File: config.mk
export PLATFORM = sky130hd
export DESIGN_NAME = hex_frame_receiver_with_ack_wait
export DESIGN_NICKNAME = d
export VERILOG_FILES = /design/src/hdl/hfr_pkg.sv /design/src/hdl/hfr_front.sv /design/src/hdl/hfr_queue.sv /design/src/hdl/hfr_back.sv /design/src/hdl/hex_frame_receiver_with_ack_wait.sv
export SDC_FILE = /design/constraint.sdc
export NUM_CORES = 1
export LEC_CHECK = 0
export BUFFER_PORTS_ARGS = -buffer_cell sky130_fd_sc_hd__buf_2
export CAP_MARGIN = 15
export CORE_MARGIN = 2
export CORE_UTILIZATION = 42
export DETAILED_ROUTE_END_ITERATION = 12
export GPL_TIMING_DRIVEN = 1
export SLEW_MARGIN = 0
export SYNTH_ARGS = -nofsm -noshare
export SYNTH_HDL_FRONTEND = slang
export SYNTH_SLANG_ARGS = --single-unit
File: constraint.sdc
create_clock -name clk -period 7.9 [get_ports clk]
set_clock_uncertainty 0.15 [all_clocks]
set_input_delay 0 -clock clk [delete_from_list [all_inputs] [get_ports clk]]
set_output_delay 0 -clock clk [all_outputs]
set_load 0.02 [all_outputs]
File: src/hdl/hfr_pkg.sv
// shared types, codes and hex decode for the hex frame receiver
package hfr_pkg;

  // input action selector codes
  localparam logic [1:0] ACT_CHAR = 2'd0;
  localparam logic [1:0] ACT_WAIT = 2'd1;
  localparam logic [1:0] ACT_TICK = 2'd2;

  // result kinds
  localparam logic [2:0] KIND_TYPE     = 3'd0;
  localparam logic [2:0] KIND_BYTE     = 3'd1;
  localparam logic [2:0] KIND_COMPLETE = 3'd2;
  localparam logic [2:0] KIND_REJECT   = 3'd3;
  localparam logic [2:0] KIND_TIMEOUT  = 3'd4;

  // ack outcome on frame complete
  localparam logic [1:0] ACK_NONE     = 2'd0;
  localparam logic [1:0] ACK_RECEIVED = 2'd1;
  localparam logic [1:0] ACK_STRAY    = 2'd2;
  localparam logic [1:0] ACK_NON_ACK  = 2'd3;

  // reject reasons
  localparam logic [15:0] REJ_LENGTH = 16'd0;
  localparam logic [15:0] REJ_END    = 16'd1;

  // configuration register indexes
  localparam int unsigned CFG_IDX_W = 3;
  localparam logic [CFG_IDX_W-1:0] REG_START_SYMBOL  = 3'd0;
  localparam logic [CFG_IDX_W-1:0] REG_END_SYMBOL    = 3'd1;
  localparam logic [CFG_IDX_W-1:0] REG_MAX_BYTES     = 3'd2;
  localparam logic [CFG_IDX_W-1:0] REG_ACK_TYPE      = 3'd3;
  localparam logic [CFG_IDX_W-1:0] REG_ACK_TIMEOUT   = 3'd4;

  localparam int unsigned CFG_DATA_W = 32;
  localparam int unsigned IN_TDATA_W  = 24;
  localparam int unsigned OUT_TDATA_W = 40;

  typedef enum logic [1:0] {
    OP_CHAR = 2'd0,
    OP_WAIT = 2'd1,
    OP_TICK = 2'd2
  } op_t;

  typedef enum logic [3:0] {
    PH_START = 4'b0001,
    PH_LEN   = 4'b0010,
    PH_DATA  = 4'b0100,
    PH_END   = 4'b1000
  } phase_t;

  // classified item handed from front to back
  typedef struct packed {
    op_t         op;
    logic [7:0]  ch;
    logic [3:0]  nib;
    logic [15:0] sent_type;
  } qent_t;

  typedef struct packed {
    logic [7:0]  start_symbol;
    logic [7:0]  end_symbol;
    logic [15:0] max_frame_bytes;
    logic [15:0] ack_type;
    logic [31:0] ack_timeout_ticks;
  } cfg_t;

  typedef struct packed {
    logic [2:0]  kind;
    logic [15:0] value;
    logic [1:0]  ack_status;
    logic [15:0] waited_type;
    logic        frame_last;
  } res_t;

  // no validity check, digits above '9' are taken as letters
  function automatic logic [3:0] hex_nibble(input logic [7:0] c);
    logic [7:0] d;
    begin
      if (c <= 8'h39) d = c - 8'h30;
      else            d = c - 8'h41 + 8'd10;
      return d[3:0];
    end
  endfunction

endpackage

File: src/hdl/hfr_front.sv
// front end: classifies incoming items and decodes hex digits
module hfr_front (
  input  logic [1:0]          action,
  input  logic [7:0]          rx_char,
  input  logic [15:0]         sent_type,
  output logic                keep,
  output hfr_pkg::qent_t      ent
);
  import hfr_pkg::*;

  always_comb begin
    keep          = 1'b1;
    ent.op        = OP_CHAR;
    ent.ch        = rx_char;
    ent.nib       = hex_nibble(rx_char);
    ent.sent_type = sent_type;
    case (action)
      ACT_CHAR: ent.op = OP_CHAR;
      ACT_WAIT: ent.op = OP_WAIT;
      ACT_TICK: ent.op = OP_TICK;
      default:  keep   = 1'b0;  // unused action code is dropped here
    endcase
  end

endmodule

File: src/hdl/hfr_queue.sv
// short queue between the front end and the frame engine
module hfr_queue #(
  parameter int unsigned DEPTH = 4
) (
  input  logic           clk,
  input  logic           rst_n,
  input  logic           push,
  input  hfr_pkg::qent_t push_ent,
  output logic           full,
  input  logic           pop,
  output logic           head_valid,
  output hfr_pkg::qent_t head_ent
);
  import hfr_pkg::*;

  localparam int unsigned PTR_W = (DEPTH > 1) ? $clog2(DEPTH) : 1;
  localparam int unsigned CNT_W = $clog2(DEPTH + 1);
  localparam logic [PTR_W-1:0] LAST_PTR = PTR_W'(DEPTH - 1);
  localparam logic [CNT_W-1:0] FULL_CNT = CNT_W'(DEPTH);

  qent_t            mem_r [DEPTH];
  logic [PTR_W-1:0] wr_ptr_r, wr_ptr_nxt;
  logic [PTR_W-1:0] rd_ptr_r, rd_ptr_nxt;
  logic [CNT_W-1:0] count_r, count_nxt;
  logic             do_push, do_pop;

  assign full       = (count_r == FULL_CNT);
  assign head_valid = (count_r != '0);
  assign head_ent   = mem_r[rd_ptr_r];
  assign do_push    = push && !full;
  assign do_pop     = pop && head_valid;

  always_comb begin
    wr_ptr_nxt = wr_ptr_r;
    rd_ptr_nxt = rd_ptr_r;
    count_nxt  = count_r;
    if (do_push) wr_ptr_nxt = (wr_ptr_r == LAST_PTR) ? '0 : wr_ptr_r + PTR_W'(1);
    if (do_pop)  rd_ptr_nxt = (rd_ptr_r == LAST_PTR) ? '0 : rd_ptr_r + PTR_W'(1);
    if (do_push && !do_pop)      count_nxt = count_r + CNT_W'(1);
    else if (do_pop && !do_push) count_nxt = count_r - CNT_W'(1);
  end

  always_ff @(posedge clk) begin
    if (!rst_n) begin
      wr_ptr_r <= '0;
      rd_ptr_r <= '0;
      count_r  <= '0;
    end else begin
      wr_ptr_r <= wr_ptr_nxt;
      rd_ptr_r <= rd_ptr_nxt;
      count_r  <= count_nxt;
    end
  end

  always_ff @(posedge clk) begin
    if (do_push) mem_r[wr_ptr_r] <= push_ent;
  end

endmodule

File: src/hdl/hfr_back.sv
// frame engine: frame state machine, ack wait timer and output register
module hfr_back (
  input  logic           clk,
  input  logic           rst_n,
  input  hfr_pkg::cfg_t  cfg,
  input  logic           q_valid,
  input  hfr_pkg::qent_t q_ent,
  output logic           q_pop,
  output logic           res_valid,
  output hfr_pkg::res_t  res,
  input  logic           res_ready
);
  import hfr_pkg::*;

  phase_t      phase_r, phase_nxt;
  logic [16:0] chars_left_r, chars_left_nxt;
  logic [15:0] length_accum_r, length_accum_nxt;
  logic [3:0]  high_nibble_r, high_nibble_nxt;
  logic        nibble_phase_r, nibble_phase_nxt;
  logic [15:0] bytes_decoded_r, bytes_decoded_nxt;
  logic [15:0] frame_type_r, frame_type_nxt;
  logic        ack_waiting_r, ack_waiting_nxt;
  logic [15:0] awaited_type_r, awaited_type_nxt;
  logic [31:0] ack_elapsed_r, ack_elapsed_nxt;
  logic        out_valid_r, out_valid_nxt;
  res_t        out_res_r, out_res_nxt;

  logic        emit;
  res_t        emit_res;
  logic [15:0] len_shift;
  logic [7:0]  byte_val;
  logic [15:0] bytes_inc;
  logic [31:0] elapsed_inc;
  logic [16:0] chars_dec;

  // an item is taken whenever the output register is free or draining
  assign q_pop     = q_valid && (!out_valid_r || res_ready);
  assign res_valid = out_valid_r;
  assign res       = out_res_r;

  assign len_shift   = {length_accum_r[11:0], q_ent.nib};
  assign byte_val    = {high_nibble_r, q_ent.nib};
  assign bytes_inc   = bytes_decoded_r + 16'd1;
  assign elapsed_inc = ack_elapsed_r + 32'd1;
  assign chars_dec   = chars_left_r - 17'd1;

  always_comb begin
    phase_nxt         = phase_r;
    chars_left_nxt    = chars_left_r;
    length_accum_nxt  = length_accum_r;
    high_nibble_nxt   = high_nibble_r;
    nibble_phase_nxt  = nibble_phase_r;
    bytes_decoded_nxt = bytes_decoded_r;
    frame_type_nxt    = frame_type_r;
    ack_waiting_nxt   = ack_waiting_r;
    awaited_type_nxt  = awaited_type_r;
    ack_elapsed_nxt   = ack_elapsed_r;
    emit              = 1'b0;
    emit_res          = '0;

    if (q_pop) begin
      case (q_ent.op)
        OP_WAIT: begin
          ack_waiting_nxt  = 1'b1;
          awaited_type_nxt = q_ent.sent_type;
          ack_elapsed_nxt  = '0;
        end
        OP_TICK: begin
          if (ack_waiting_r) begin
            ack_elapsed_nxt = elapsed_inc;
            if (elapsed_inc >= cfg.ack_timeout_ticks) begin
              emit                 = 1'b1;
              emit_res.kind        = KIND_TIMEOUT;
              emit_res.waited_type = awaited_type_r;
              ack_waiting_nxt      = 1'b0;
              awaited_type_nxt     = '0;
              ack_elapsed_nxt      = '0;
            end
          end
        end
        OP_CHAR: begin
          case (phase_r)
            PH_START: begin
              if (q_ent.ch == cfg.start_symbol) begin
                phase_nxt        = PH_LEN;
                chars_left_nxt   = 17'd4;
                length_accum_nxt = '0;
              end
            end
            PH_LEN: begin
              length_accum_nxt = len_shift;
              chars_left_nxt   = chars_dec;
              if (chars_dec == '0) begin
                if (len_shift == '0 || len_shift > cfg.max_frame_bytes) begin
                  phase_nxt           = PH_START;
                  emit                = 1'b1;
                  emit_res.kind       = KIND_REJECT;
                  emit_res.value      = REJ_LENGTH;
                  emit_res.frame_last = 1'b1;
                end else begin
                  phase_nxt         = PH_DATA;
                  chars_left_nxt    = {len_shift, 1'b0};
                  nibble_phase_nxt  = 1'b0;
                  high_nibble_nxt   = '0;
                  bytes_decoded_nxt = '0;
                  frame_type_nxt    = '0;
                end
              end
            end
            PH_DATA: begin
              chars_left_nxt = chars_dec;
              if (chars_dec == '0) phase_nxt = PH_END;
              if (!nibble_phase_r) begin
                high_nibble_nxt  = q_ent.nib;
                nibble_phase_nxt = 1'b1;
              end else begin
                nibble_phase_nxt  = 1'b0;
                bytes_decoded_nxt = bytes_inc;
                if (bytes_inc == 16'd1) begin
                  frame_type_nxt = {byte_val, 8'h00};
                  // one-byte frame: the type goes out with a zero low half
                  if (length_accum_r == 16'd1) begin
                    emit           = 1'b1;
                    emit_res.kind  = KIND_TYPE;
                    emit_res.value = {byte_val, 8'h00};
                  end
                end else if (bytes_inc == 16'd2) begin
                  frame_type_nxt = {frame_type_r[15:8], byte_val};
                  emit           = 1'b1;
                  emit_res.kind  = KIND_TYPE;
                  emit_res.value = {frame_type_r[15:8], byte_val};
                end else begin
                  emit           = 1'b1;
                  emit_res.kind  = KIND_BYTE;
                  emit_res.value = {8'h00, byte_val};
                end
              end
            end
            PH_END: begin
              phase_nxt           = PH_START;
              emit                = 1'b1;
              emit_res.frame_last = 1'b1;
              if (q_ent.ch != cfg.end_symbol) begin
                emit_res.kind  = KIND_REJECT;
                emit_res.value = REJ_END;
              end else begin
                emit_res.kind  = KIND_COMPLETE;
                emit_res.value = length_accum_r;
                if (ack_waiting_r) begin
                  emit_res.ack_status  = (frame_type_r == cfg.ack_type) ?
                                         ACK_RECEIVED : ACK_NON_ACK;
                  emit_res.waited_type = awaited_type_r;
                  ack_waiting_nxt      = 1'b0;
                  awaited_type_nxt     = '0;
                  ack_elapsed_nxt      = '0;
                end else if (frame_type_r == cfg.ack_type) begin
                  emit_res.ack_status = ACK_STRAY;
                end
              end
            end
            default: phase_nxt = PH_START;
          endcase
        end
        default: ;
      endcase
    end

    out_valid_nxt = out_valid_r;
    out_res_nxt   = out_res_r;
    if (emit) begin
      out_valid_nxt = 1'b1;
      out_res_nxt   = emit_res;
    end else if (res_ready) begin
      out_valid_nxt = 1'b0;
    end
  end

  always_ff @(posedge clk) begin
    if (!rst_n) begin
      phase_r         <= PH_START;
      chars_left_r    <= '0;
      length_accum_r  <= '0;
      high_nibble_r   <= '0;
      nibble_phase_r  <= 1'b0;
      bytes_decoded_r <= '0;
      frame_type_r    <= '0;
      ack_waiting_r   <= 1'b0;
      awaited_type_r  <= '0;
      ack_elapsed_r   <= '0;
      out_valid_r     <= 1'b0;
    end else begin
      phase_r         <= phase_nxt;
      chars_left_r    <= chars_left_nxt;
      length_accum_r  <= length_accum_nxt;
      high_nibble_r   <= high_nibble_nxt;
      nibble_phase_r  <= nibble_phase_nxt;
      bytes_decoded_r <= bytes_decoded_nxt;
      frame_type_r    <= frame_type_nxt;
      ack_waiting_r   <= ack_waiting_nxt;
      awaited_type_r  <= awaited_type_nxt;
      ack_elapsed_r   <= ack_elapsed_nxt;
      out_valid_r     <= out_valid_nxt;
    end
  end

  always_ff @(posedge clk) begin
    out_res_r <= out_res_nxt;
  end

  a_last_kind: assert property (@(posedge clk) disable iff (!rst_n)
    out_valid_r && out_res_r.frame_last |->
      out_res_r.kind == KIND_COMPLETE || out_res_r.kind == KIND_REJECT)
    else $error("frame_last on a result that does not end a frame");

  a_idle_wait_clear: assert property (@(posedge clk) disable iff (!rst_n)
    !ack_waiting_r |-> awaited_type_r == '0 && ack_elapsed_r == '0)
    else $error("wait state left over after the wait ended");

  a_len_count: assert property (@(posedge clk) disable iff (!rst_n)
    phase_r == PH_LEN |-> chars_left_r != '0 && chars_left_r <= 17'd4)
    else $error("length character count out of range");

  a_held_result: assert property (@(posedge clk) disable iff (!rst_n)
    out_valid_r && !res_ready |=> !q_pop || !$past(q_pop))
    else $error("item taken while result register blocked");

  a_emit_needs_pop: assert property (@(posedge clk) disable iff (!rst_n)
    emit |-> q_pop)
    else $error("result produced without an item");

endmodule

File: src/hdl/hex_frame_receiver_with_ack_wait.sv
// top level: configuration registers, front end, queue and frame engine
//
// hex frame receiver with ack wait
// in_* : one item per transfer; in_tuser selects a received character, a
//   start-of-ack-wait request or a timer tick. in_tdata carries the character
//   and the type of the packet just sent.
// out_*: at most one result per item; out_tuser gives the result kind and
//   out_tlast marks the result that completes or rejects a frame. payload
//   bytes of a frame that is later rejected are still delivered.
// cfg_*: register writes by index, always ready; write only while idle.
// result path: the queue is written at the item's transfer, then the frame
//   engine step pops the item and loads the output register.
// throughput: one item per cycle while the output is not stalled, set by the
//   frame engine step and the output register that takes a new result while one drains.
// a stalled output holds its result; the engine then stops popping and the
//   queue of QUEUE_DEPTH entries fills before in_tready drops.
// reset: registers return to their defaults, the frame engine waits for a
//   start symbol with no ack wait pending, and the queue empties.
module hex_frame_receiver_with_ack_wait #(
  parameter int unsigned QUEUE_DEPTH = 4
) (
  input  logic                              clk,
  input  logic                              rst_n,
  input  logic                              in_tvalid,
  output logic                              in_tready,
  input  logic [hfr_pkg::IN_TDATA_W-1:0]    in_tdata,   // rx_char, sent_type
  input  logic [1:0]                        in_tuser,   // action
  output logic                              out_tvalid,
  input  logic                              out_tready,
  output logic [hfr_pkg::OUT_TDATA_W-1:0]   out_tdata,  // value, ack_status, waited_type, zero fill
  output logic [2:0]                        out_tuser,  // kind
  output logic                              out_tlast,
  input  logic                              cfg_valid,
  output logic                              cfg_ready,
  input  logic [hfr_pkg::CFG_IDX_W-1:0]     cfg_index,
  input  logic [hfr_pkg::CFG_DATA_W-1:0]    cfg_data
);
  import hfr_pkg::*;

  cfg_t  cfg_r, cfg_nxt;
  logic  keep, q_full, q_valid, q_pop, res_valid;
  qent_t front_ent, head_ent;
  res_t  res;

  assign cfg_ready = 1'b1;

  always_comb begin
    cfg_nxt = cfg_r;
    if (cfg_valid) begin
      case (cfg_index)
        REG_START_SYMBOL: cfg_nxt.start_symbol      = cfg_data[7:0];
        REG_END_SYMBOL:   cfg_nxt.end_symbol        = cfg_data[7:0];
        REG_MAX_BYTES:    cfg_nxt.max_frame_bytes   = cfg_data[15:0];
        REG_ACK_TYPE:     cfg_nxt.ack_type          = cfg_data[15:0];
        REG_ACK_TIMEOUT:  cfg_nxt.ack_timeout_ticks = cfg_data[31:0];
        default: ;
      endcase
    end
  end

  always_ff @(posedge clk) begin
    if (!rst_n) begin
      cfg_r.start_symbol      <= 8'd2;
      cfg_r.end_symbol        <= 8'd3;
      cfg_r.max_frame_bytes   <= 16'd256;
      cfg_r.ack_type          <= 16'd0;
      cfg_r.ack_timeout_ticks <= 32'd500;
    end else begin
      cfg_r <= cfg_nxt;
    end
  end

  assign in_tready = !q_full;

  hfr_front u_front (
    .action    (in_tuser),
    .rx_char   (in_tdata[7:0]),
    .sent_type (in_tdata[23:8]),
    .keep      (keep),
    .ent       (front_ent)
  );

  hfr_queue #(
    .DEPTH (QUEUE_DEPTH)
  ) u_queue (
    .clk        (clk),
    .rst_n      (rst_n),
    .push       (in_tvalid && keep),
    .push_ent   (front_ent),
    .full       (q_full),
    .pop        (q_pop),
    .head_valid (q_valid),
    .head_ent   (head_ent)
  );

  hfr_back u_back (
    .clk       (clk),
    .rst_n     (rst_n),
    .cfg       (cfg_r),
    .q_valid   (q_valid),
    .q_ent     (head_ent),
    .q_pop     (q_pop),
    .res_valid (res_valid),
    .res       (res),
    .res_ready (out_tready)
  );

  assign out_tvalid = res_valid;
  assign out_tuser  = res.kind;
  assign out_tlast  = res.frame_last;
  assign out_tdata  = {6'd0, res.waited_type, res.ack_status, res.value};

endmodule

==> impl_summary.log, run 1 <==
[metrics] Max Cap Violations: 0
[metrics] antenna violations before repair: 1
[metrics] category of the worst setup path launch point: flip-flop
[metrics] Layout area overhead: 19.5%
[metrics] Post-Place Cell Area: 0.0187 mm^2
[metrics] TritonCTS clock tree: built
[metrics] type of the setup path with the least slack: reg -> reg
[metrics] floorplan row count: 75
[metrics] drt via density: 5.36
[metrics] launching element of the worst setup path: u_back.ack_elapsed_r[0]
[metrics] fraction of layout cells with a size suffix above 1: 12.7%
[metrics] clock latency on the worst-skew pair: 580 ps
[metrics] tightest hold margin: 14.5 ps
[metrics] starting density of the core: 42.4%
[metrics] depth of the worst register-to-register path: 15
[metrics] cell area power density: 233 mW/mm^2
[metrics] register bit total from synthesis: 371
[metrics] data arrival time at the worst-slack endpoint: 5800 ps
[metrics] floorplan core area: 0.0419 mm^2
[metrics] final weighted congestion in routability-driven placement: 0.872
[metrics] library cell with the highest instance count after synthesis: sky130_fd_sc_hd__nand2_1
[metrics] total die area: 0.0439 mm^2
[metrics] Synth top cells by count: sky130_fd_sc_hd__nand2_1 (281), sky130_fd_sc_hd__dfxtp_1 (213), sky130_fd_sc_hd__edfxtp_1 (158)
[metrics] root buffer selected by CTS: sky130_fd_sc_hd__clkbuf_16
[metrics] number of buffers created by CTS: 42
[metrics] Vert. Die Dim: 209 um
[metrics] transition time at the pin with the least slew margin: 1160 ps
[metrics] count of yosys warnings during synthesis: 0
[metrics] RSZ-0062 raised after global routing: no
[metrics] CTS clk-pin slew, worst paths: 60 ps
[metrics] highest ir drop seen on vdd: 0.183 mV
[metrics] Pleak: 7.97 nW
[metrics] max-slew violation count: 0
[metrics] remaining global-route overflow: 0
[metrics] number of distinct standard cells referenced by the synthesized netlist: 82
[metrics] horizontal extent of the die: 209 um
[metrics] Total Neg Setup Slack: 0 ps
[metrics] largest net degree at the start of global routing: 83
[metrics] maximum root-to-sink buffer count: 3
[metrics] IO Port Bufs: 105
[metrics] most instantiated flip-flop cell in the synthesis netlist: sky130_fd_sc_hd__dfxtp_1
[metrics] All-Layer GR Usage: 20.0%
[metrics] CTS sink cnt: 371
[metrics] length of the first detailed-routing pass in iterations: 5
[metrics] data required time of the critical path: 7950 ps
[metrics] status: finished clean
[metrics] share of flip-flops with an asynchronous set or reset after synthesis: 0%
[metrics] wire length after detailed routing: 43,700 um
[metrics] final hold viol count: 0
[metrics] final layout net count: 2,047
[metrics] capturing point of the worst reg2reg path: u_back.res[31]
[metrics] area of all placed cells without fillers: 0.0212 mm^2
[metrics] detail-routed net length per standard cell: 17.5 um
[metrics] endpoint type of the worst setup path: flip-flop
[metrics] Cells after Synth: 1,731
[metrics] dpl cells: 2,299
[metrics] hold path depth: 2
[metrics] detailed placement HPWL: 29,500 um
[metrics] share of Yosys cell area claimed by the top area cell type: 26.8%
[metrics] Hold Path Class: in -> reg
[metrics] I/O pins: 113
[metrics] worst-case headroom to the max-slew limit: 20.4%
[metrics] CTS-repair resized insts: 0
[metrics] global-route wire length before repair: 70,100 um
[metrics] share of synthesized area occupied by flip-flops and latches: 50.8%
[metrics] startpoint of the most critical register-to-register path: u_back.ack_elapsed_r[0]
[metrics] number of vias after detailed routing: 13,400
[metrics] Min-Delay Endpoint: u_queue.mem_r[1][12]
[metrics] Tmin final: 5750 ps
[metrics] number of enable flip-flop cells after synthesis: 158
[metrics] number of antenna-violating nets in the routed design: 0
[metrics] f_max: 174 MHz
[metrics] final setup fails: 0
[metrics] Mapped Avg Cell Area: 10.2 um^2
[metrics] post-synthesis cell type with the largest combined area: sky130_fd_sc_hd__edfxtp_1
[metrics] Post-Synthesis Cell Area: 0.0177 mm^2
[metrics] drt drc: 0
[metrics] min-delay src: in_tdata[20]
[metrics] number of standard cells in the layout, taps in and fillers out: 2,490
[metrics] cell types occupying the most area after synthesis: sky130_fd_sc_hd__edfxtp_1 (27%), sky130_fd_sc_hd__dfxtp_1 (24%), sky130_fd_sc_hd__nand2_1 (5.9%)
[metrics] total number of H-tree levels: 2
[metrics] peak fanout along the critical path: 38
[metrics] FF-to-FF setup slack: 2150 ps
[metrics] final clock period utilization by the worst path: 72.8%
[metrics] number of DRC markers in iteration 0: 768
[metrics] number of global-route vias before repair: 13,300
-- flip-flops by register name, summed over array words and instances, names as in the netlist, 2 cells and up, named ones only --
name	count
u_queue.wr_ptr_r	2
u_queue.mem_r	120
u_back.length_accum_r	16
u_back.awaited_type_r	16
u_back.bytes_decoded_r	16
u_back.ack_elapsed_r	32
u_queue.rd_ptr_r	2
u_queue.count_r	3
u_back.high_nibble_r	4
u_back.res	38
u_back.phase_r	4
cfg_r	80
u_back.chars_left_r	17
u_back.frame_type_r	16
-- critical path, stage by stage (launching register included) --
cell and delay (ps):
sky130_fd_sc_hd__dfxtp_1 410, sky130_fd_sc_hd__ha_1 310, sky130_fd_sc_hd__nand3_1 250, sky130_fd_sc_hd__nor4_1 870, sky130_fd_sc_hd__nand3_1 380, sky130_fd_sc_hd__nor2_1 280, sky130_fd_sc_hd__xnor2_1 100, sky130_fd_sc_hd__ha_1 300
sky130_fd_sc_hd__nand4_1 160, sky130_fd_sc_hd__or4_1 590, sky130_fd_sc_hd__o221ai_1 200, sky130_fd_sc_hd__a211oi_1 80, sky130_fd_sc_hd__o31ai_1 80, sky130_fd_sc_hd__buf_4 250, sky130_fd_sc_hd__nor2b_1 220, sky130_fd_sc_hd__or2_2 730
-- where the power goes --
| part | internal, mW | total (mW) | switching (mW) |
|---|---|---|---|
| Clock | 1.17 | 1.98 | 0.803 |
| Combinational | 0.343 | 0.837 | 0.494 |
| Sequential | 2.08 | 2.12 | 0.0363 |
-- timing repair --
item | in CTS | in global routing
hold buffers | 111 | 0
endpoints found under the hold margin | 218 | 0
buffers inserted | 0 | 0
-- how the worst max path moves through the flow --
stage | end | slack (ps) | cells after the start
finish | u_back.res[31] | 2150 | 15
global route | u_back.res[31] | 1610 | 15
CTS | u_back.res[31] | 2190 | 15
detailed placement | u_back.res[20] | 2250 | 15
global placement | u_back.res[9] | 2420 | 15
floorplan | u_back.res[0] | 2880 | 13
-- layout make-up --
cell class                      count  area (um^2)
Antenna cell                        1         2.50
Clock buffer                       55         1160
Clock inverter                     22          249
Fill cell                        3821        20700
Inverter                           71          267
Multi-Input combinational cell   1197         8060
Sequential cell                   371         9010
Tap cell                          539          674
Timing Repair Buffer              234         1780
-- cells in the final DEF (no fill, tap or decap), drive strengths merged, types with 11 or more instances in the layout --
| cell type | netlist | final |
|---|---|---|
| nand2 | 282 | 282 |
| dfxtp | 213 | 213 |
| edfxtp | 158 | 158 |
| buf | 28 | 122 |
| dlygate4sd3 | 0 | 111 |
| nor2 | 79 | 79 |
| a21boi | 78 | 78 |
| inv | 70 | 73 |
| a21oi | 72 | 72 |
| ha | 63 | 63 |
| o21ai | 62 | 62 |
| nand3 | 59 | 59 |
| clkbuf | 69 | 56 |
| xnor2 | 39 | 39 |
| xor2 | 36 | 36 |
| mux2i | 35 | 35 |
| and2 | 34 | 34 |
| mux4 | 30 | 30 |
| nor2b | 29 | 29 |
| nand4 | 29 | 29 |
| nor3 | 27 | 27 |
| and3 | 20 | 20 |
| a22o | 20 | 20 |
| nor4 | 20 | 20 |
| a31oi | 16 | 16 |
| clkinv | 1 | 16 |
| or3 | 14 | 14 |
| o211ai | 12 | 12 |
| a22oi | 12 | 12 |
| o2bb2ai | 11 | 11 |
-- through the flow --
| stage | util [%] | power (mW) | setup WS [ps] |
|---|---|---|---|
| after global placement | 44.6 | 2.95 | 2420 |
| after global routing | 50.6 | 5.13 | 1610 |
| final | 50.6 | 4.93 | 2150 |
| after CTS | 50.6 | 4.98 | 2190 |
| after floorplan | - | 2.75 | 2880 |
| after detailed placement | 44.6 | 2.96 | 2250 |
-- cells by family (layout without fill, tap and decap cells) --
kind of cell    after synthesis  count (layout)  share of synthesized area (%)
xor+xnor                     75              75                           3.70
fa+ha+maj                    64              64                           4.56
flops                       371             371                           50.8
other cells                   2               8                         0.0423
buf+inv                     168             382                           3.92
simple gates                639             639                           17.9
compound gates              346             346                           13.3
mux                          66              66                           5.85
-- per-layer routing --
layer / GRT usage [%] / vias up / share of wire, %
met5: 0 / - / 0
met4: 8.05 / 0 / 3.4
met3: 3.89 / 91 / 4.7
met2: 32.9 / 274 / 46
met1: 26.1 / 6411 / 46
li1: - / 6579 / -
Note: power is estimated with default switching activity, not from simulation.
==> run 2, diff against run 1 <==
clock period = 5.8 ns   (was 7.9 ns; I/O delays follow)
==> run 2 against run 1 <==
Critical path depth shrank 1. Sequential share of layout area grew 0.84 points. Sequential cell count is the same. Register-to-register slack lost 1700 ps. Critical endpoint is now u_back.res[27]. Routed wire length shrank 1.2%. Largest power group unchanged. Cell area shrank 1.9%. Highest routed layer unchanged. Clock power grew 35%. Combinational power grew 30%. Largest cell class unchanged. Utilization shrank 0.98 points.
==> impl_summary.log, run 2 (synthesis gave the netlist of run 1 again) <==
[metrics] status: finished clean
[metrics] number of buffers created by CTS: 41
[metrics] f_max: 187 MHz
[metrics] largest net degree at the start of global routing: 82
[metrics] Max Cap Violations: 0
[metrics] floorplan core area: 0.0419 mm^2
[metrics] number of vias after detailed routing: 13,300
[metrics] detailed placement HPWL: 29,400 um
[metrics] Post-Place Cell Area: 0.0187 mm^2
[metrics] cts-stage hold buffer count: 67
[metrics] final setup fails: 0
[metrics] drt via density: 5.42
[metrics] data arrival time at the worst-slack endpoint: 5400 ps
[metrics] total of fill cells in the finished design: 3,803
[metrics] number of DRC markers in iteration 0: 791
[metrics] FF/Latch Area: 0.00901 mm^2
[metrics] Layout area overhead: 17.2%
[metrics] total die area: 0.0439 mm^2
[metrics] RSZ-0062 raised after global routing: no
[metrics] fraction of layout cells with a size suffix above 1: 13.4%
[metrics] Critical Path Most Common Cell: sky130_fd_sc_hd__and3_1
[metrics] final hold viol count: 0
[metrics] remaining global-route overflow: 0
[metrics] max incr delay on CP: 560 ps
[metrics] number of standard cells in the layout, taps in and fillers out: 2,448
[metrics] wire length after detailed routing: 43,100 um
[metrics] detail-routed net length per standard cell: 17.6 um
[metrics] Tmin final: 5340 ps
[metrics] series of cell instances along the critical path: and3_1 > and3_1 > nand3_1 > nor3_1 > and3_1 > a21boi_0 > or2_2 > ha_1 > nand4_1 > or4_1 > o31ai_1 > nor2b_1 > or2_2 > buf_4
[metrics] Top reg by flops: u_queue.mem_r
[metrics] CTS clk-pin slew, worst paths: 60 ps
[metrics] max-slew violation count: 0
[metrics] area of all placed cells without fillers: 0.0208 mm^2
[metrics] number of antenna-violating nets in the routed design: 0
[metrics] area of the multi-input gates: 0.00806 mm^2
[metrics] All-Layer GR Usage: 19.6%
[metrics] floorplan row count: 75
[metrics] cell area power density: 322 mW/mm^2
[metrics] type of the setup path with the least slack: reg -> reg
[metrics] global-route wire length before repair: 68,600 um
[metrics] total number of H-tree levels: 2
[metrics] final clock period utilization by the worst path: 92.0%
[metrics] category of the worst setup path launch point: flip-flop
[metrics] endpoint type of the worst setup path: flip-flop
[metrics] peak fanout along the critical path: 38
[metrics] TritonCTS clock tree: built
[metrics] Hold Path Class: in -> reg
[metrics] length of the first detailed-routing pass in iterations: 7
[metrics] Pleak: 7.79 nW
[metrics] I/O pins: 113
[metrics] most frequent standard cell in the layout excluding fill and tap cells: sky130_fd_sc_hd__nand2_1
[metrics] clock latency on the worst-skew pair: 570 ps
[metrics] horizontal extent of the die: 209 um
[metrics] Critical path buffers and inverters: 1
[metrics] starting density of the core: 42.4%
[metrics] crit path max-delay cell type: sky130_fd_sc_hd__or4_1
[metrics] root buffer selected by CTS: sky130_fd_sc_hd__clkbuf_16
[metrics] Total Neg Setup Slack: 0 ps
[metrics] antenna violations before repair: 3
[metrics] final layout net count: 2,007
[metrics] buffers inserted during post-CTS setup optimization: 0
[metrics] CTS-repair resized insts: 0
[metrics] highest ir drop seen on vdd: 0.278 mV
[metrics] CP delay by family, top: simple AND/OR/NAND/NOR gates
[metrics] number of global-route vias before repair: 12,700
[metrics] data required time of the critical path: 5860 ps
[metrics] CTS sink cnt: 371
[metrics] maximum root-to-sink buffer count: 3
[metrics] drt drc: 0
[metrics] Vert. Die Dim: 209 um
[metrics] number of flip-flops under the largest register name: 120
[metrics] transition time at the pin with the least slew margin: 1010 ps
[metrics] dpl cells: 2,305
[metrics] worst-case headroom to the max-slew limit: 31.9%
[metrics] IO Port Bufs: 105
[metrics] final weighted congestion in routability-driven placement: 0.890
[metrics] commonest cells after routing, fill and taps aside: sky130_fd_sc_hd__nand2_1 (281), sky130_fd_sc_hd__dfxtp_1 (212), sky130_fd_sc_hd__edfxtp_1 (158), sky130_fd_sc_hd__buf_2 (104), sky130_fd_sc_hd__nor2_1 (78)
[run 2: cell count changes in the layout (fill, tap and decap cells not counted), moves of 2 or more]
cell,previous run,this run
sky130_fd_sc_hd__clkbuf_2,1,3
sky130_fd_sc_hd__buf_4,17,23
sky130_fd_sc_hd__clkbuf_1,7,5
sky130_fd_sc_hd__dlygate4sd3_1,111,67
sky130_fd_sc_hd__clkinv_1,8,4
sky130_fd_sc_hd__clkbuf_8,6,4
[run 2: final cells by class]
cell class | count | share of cell area [%]
flip-flops and latches | 371 | 43.3
multi-input cells | 1197 | 38.8
repair buffers | 195 | 6.63
clock buffers | 54 | 5.48
well taps | 539 | 3.24
inverters | 71 | 1.28
clock inverters | 20 | 1.24
diodes | 1 | 0.0120
[run 2: metrics by stage]
step                      setup slack [ps]  util, %  hold WS, ps  power, mW
final                                  463     49.7         36.7       6.68
after CTS                              461     49.6         2.89       6.76
after detailed placement               490     44.7         67.3       4.04
after global placement                 620     44.7         64.5       4.02
after floorplan                        783        -        -51.1       3.74
after global routing                  11.7     49.7         25.1       6.96
[run 2: where the power goes]
part | total, mW | switching, mW | internal, mW
Sequential | 2.92 | 0.0863 | 2.83
Combinational | 1.09 | 0.634 | 0.459
Clock | 2.67 | 1.09 | 1.58
[run 2: layer usage]
layer | wire (um) | up-vias | track usage [%]
li1 | - | 6506 | -
met1 | 19900 | 6387 | 26.4
met2 | 20100 | 290 | 31.9
met3 | 2180 | 74 | 3.49
met4 | 961 | 0 | 6.55
met5 | 0 | - | 0
[run 2: final timing paths]
kind | cells after the start | end | slack (ps) | start
hold / removal | 2 | u_queue.mem_r[0][11] | 40 | in_tdata[19]
hold reg to reg | 2 | u_back.awaited_type_r[2] | 310 | u_back.awaited_type_r[2]
setup / recovery | 14 | u_back.res[27] | 460 | u_back.ack_elapsed_r[2]
setup reg to reg | 14 | u_back.res[27] | 460 | u_back.ack_elapsed_r[2]
==> run 3, diff against run 2 <==
CAP_MARGIN = not set   (was 15)
clock period = 5.1 ns   (was 5.8 ns; I/O delays follow)
==> run 3 against run 2 <==
Hold slack worse by 6.4 ps. Cell count is 1.1% higher. Sequential cell count stayed put. Critical path type unchanged. Sequential share of layout area is 0.30 points lower. Non-clock buffer count is 29 higher. Clock power is 2% higher. Global-route usage is 0.47 points higher. Count of clock-buffer cells in the layout is 9 lower. Cell area is 0.69% higher. First-iteration DRC count is 1.6% lower.
==> impl_summary.log, run 3 (synthesis gave the netlist of run 1 again) <==
[metrics] global-route met3 utilization: 3.22%
[metrics] RSZ-0062 raised after global routing: no
[metrics] transition time at the pin with the least slew margin: 1340 ps
[metrics] All-Layer GR Usage: 20.0%
[metrics] met2 usage: 33.1%
[metrics] highest ir drop seen on vdd: 0.293 mV
[metrics] antenna violations before repair: 1
[metrics] tightest hold margin: 30.3 ps
[metrics] Tmin final: 4750 ps
[metrics] CTS sink cnt: 371
[metrics] type of the setup path with the least slack: reg -> reg
[metrics] worst-case headroom to the max-slew limit: 9.47%
[metrics] horizontal extent of the die: 209 um
[metrics] most used routing layer in global routing: met2
[metrics] Max Cap Violations: 0
[metrics] number of DRC markers in iteration 0: 778
[metrics] dpl cells: 2,315
[metrics] floorplan core area: 0.0419 mm^2
[metrics] drt drc: 0
[metrics] root buffer selected by CTS: sky130_fd_sc_hd__clkbuf_16
[metrics] wire length after detailed routing: 43,900 um
[metrics] series of cell instances along the critical path: and4_1 > and3_1 > nand3_1 > nor3_2 > and3_1 > a21boi_0 > or2_2 > ha_1 > nand4_1 > or4_1 > o31ai_2 > buf_12 > nor2b_1 > or2_4 > buf_12
[metrics] f_max: 211 MHz
[metrics] cell area power density: 350 mW/mm^2
[metrics] category of the worst setup path launch point: flip-flop
[metrics] starting density of the core: 42.4%
[metrics] I/O pins: 113
[metrics] met1 layer usage reported by global route: 27.1%
[metrics] status: finished clean
[metrics] max-slew violation count: 0
[metrics] global-route wire length before repair: 70,200 um
[metrics] detailed placement HPWL: 29,900 um
[metrics] crit path max-delay cell type: sky130_fd_sc_hd__or4_1
[metrics] floorplan row count: 75
[metrics] final hold viol count: 0
[metrics] peak fanout along the critical path: 28
[metrics] CTS clk-pin slew, worst paths: 60 ps
[metrics] number of standard cells in the layout, taps in and fillers out: 2,475
[metrics] Pleak: 7.78 nW
[metrics] FF-to-FF setup slack: 350 ps
[metrics] clock latency on the worst-skew pair: 570 ps
[metrics] number of buffers created by CTS: 41
[metrics] number of antenna-violating nets in the routed design: 0
[metrics] data arrival time at the worst-slack endpoint: 4870 ps
[metrics] largest net degree at the start of global routing: 70
[metrics] fraction of layout cells with a size suffix above 1: 13.5%
[metrics] final setup fails: 0
[metrics] Vert. Die Dim: 209 um
[metrics] total number of H-tree levels: 2
[metrics] IO Port Bufs: 105
[metrics] commonest cells after routing, fill and taps aside: sky130_fd_sc_hd__nand2_1 (281), sky130_fd_sc_hd__dfxtp_1 (212), sky130_fd_sc_hd__edfxtp_1 (158), sky130_fd_sc_hd__buf_2 (104), sky130_fd_sc_hd__dlygate4sd3_1 (87)
[metrics] endpoint type of the worst setup path: flip-flop
[metrics] number of vias after detailed routing: 13,300
[metrics] final clock period utilization by the worst path: 93.1%
[metrics] Final Power: 7.32 mW
[metrics] maximum root-to-sink buffer count: 3
[metrics] Hold Path Class: in -> reg
[metrics] data required time of the critical path: 5220 ps
[metrics] TritonCTS clock tree: built
[metrics] number of flip-flops under the largest register name: 120
[metrics] Top reg by flops: u_queue.mem_r
[metrics] remaining global-route overflow: 0
[metrics] drt via density: 5.36
[metrics] max incr delay on CP: 570 ps
[metrics] Layout area overhead: 18.0%
[metrics] total die area: 0.0439 mm^2
[metrics] Total Neg Setup Slack: 0 ps
[metrics] detail-routed net length per standard cell: 17.8 um
[metrics] most frequent standard cell in the layout excluding fill and tap cells: sky130_fd_sc_hd__nand2_1
[metrics] number of global-route vias before repair: 13,200
[metrics] final layout net count: 2,037
[metrics] final weighted congestion in routability-driven placement: 0.858
[metrics] length of the first detailed-routing pass in iterations: 8
## run 3: cell types whose count changed in the layout (fill, tap and decap cells not counted), sizes merged
cell         change
inv              +1
clkinvlp         +9
clkbuf           -9
nor3             +1
buf              +9
dlygate4sd3     +20
bufinv           -4
## run 3: path summary, 6_finish.rpt
check	startpoint	to	cells after the start
max	u_back.ack_elapsed_r[7]	u_back.res[22]	15
min	cfg_valid	cfg_r[16]	5
max reg2reg	u_back.ack_elapsed_r[7]	u_back.res[22]	15
min reg2reg	u_back.awaited_type_r[4]	u_back.awaited_type_r[4]	2
## run 3: what timing repair did
action                                  4_1_cts  5_1_grt
setup buffers                                 0        0
gates resized for setup                       0        5
endpoints found under the setup margin        0       54
endpoints found under the hold margin       230        0
hold buffers                                 87        0
## run 3: area by class of cell
cell class / count / area, um^2
Clock inverter: 26 / 179
Tap cell: 539 / 674
Clock buffer: 45 / 1040
Inverter: 71 / 267
Fill cell: 3846 / 20900
Multi-Input combinational cell: 1198 / 8090
Timing Repair Buffer: 224 / 1660
Sequential cell: 371 / 9010
Antenna cell: 1 / 2.50
## run 3: critical path, delay by kind of cell, from the launching register on
kind / cells / cell delay, ps
flip-flops: 1 / 410
adder cells (fa/ha/maj): 1 / 330
AO/OA/AOI/OAI: 2 / 500
AND/OR/NAND/NOR: 10 / 2640
buffers and inverters: 2 / 410
## run 3: metal layers
layer | routed length [um] | share of wire, %
met1 | 20100 | 46
met2 | 20500 | 47
met3 | 2300 | 5.2
met4 | 1040 | 2.4
met5 | 0 | 0
## run 3: where the power goes
group	switching (mW)	total [mW]	leakage, nW	internal [mW]
Combinational	0.735	1.28	4.04	0.544
Sequential	0.0975	3.32	3.18	3.22
Clock	1.24	2.72	0.566	1.49
## run 3: through the flow
| step | utilization, % | cell area (um^2) | setup slack [ps] |
|---|---|---|---|
| 2_1_floorplan | - | 17800 | 82.6 |
| 3_3_place_gp | 44.9 | 18800 | 215 |
| 3_5_place_dp | 44.9 | 18800 | 112 |
| 4_1_cts | 49.9 | 20900 | 90.1 |
| 5_1_grt | 50.0 | 20900 | 31.7 |
| 6_report | 50.0 | 20900 | 351 |
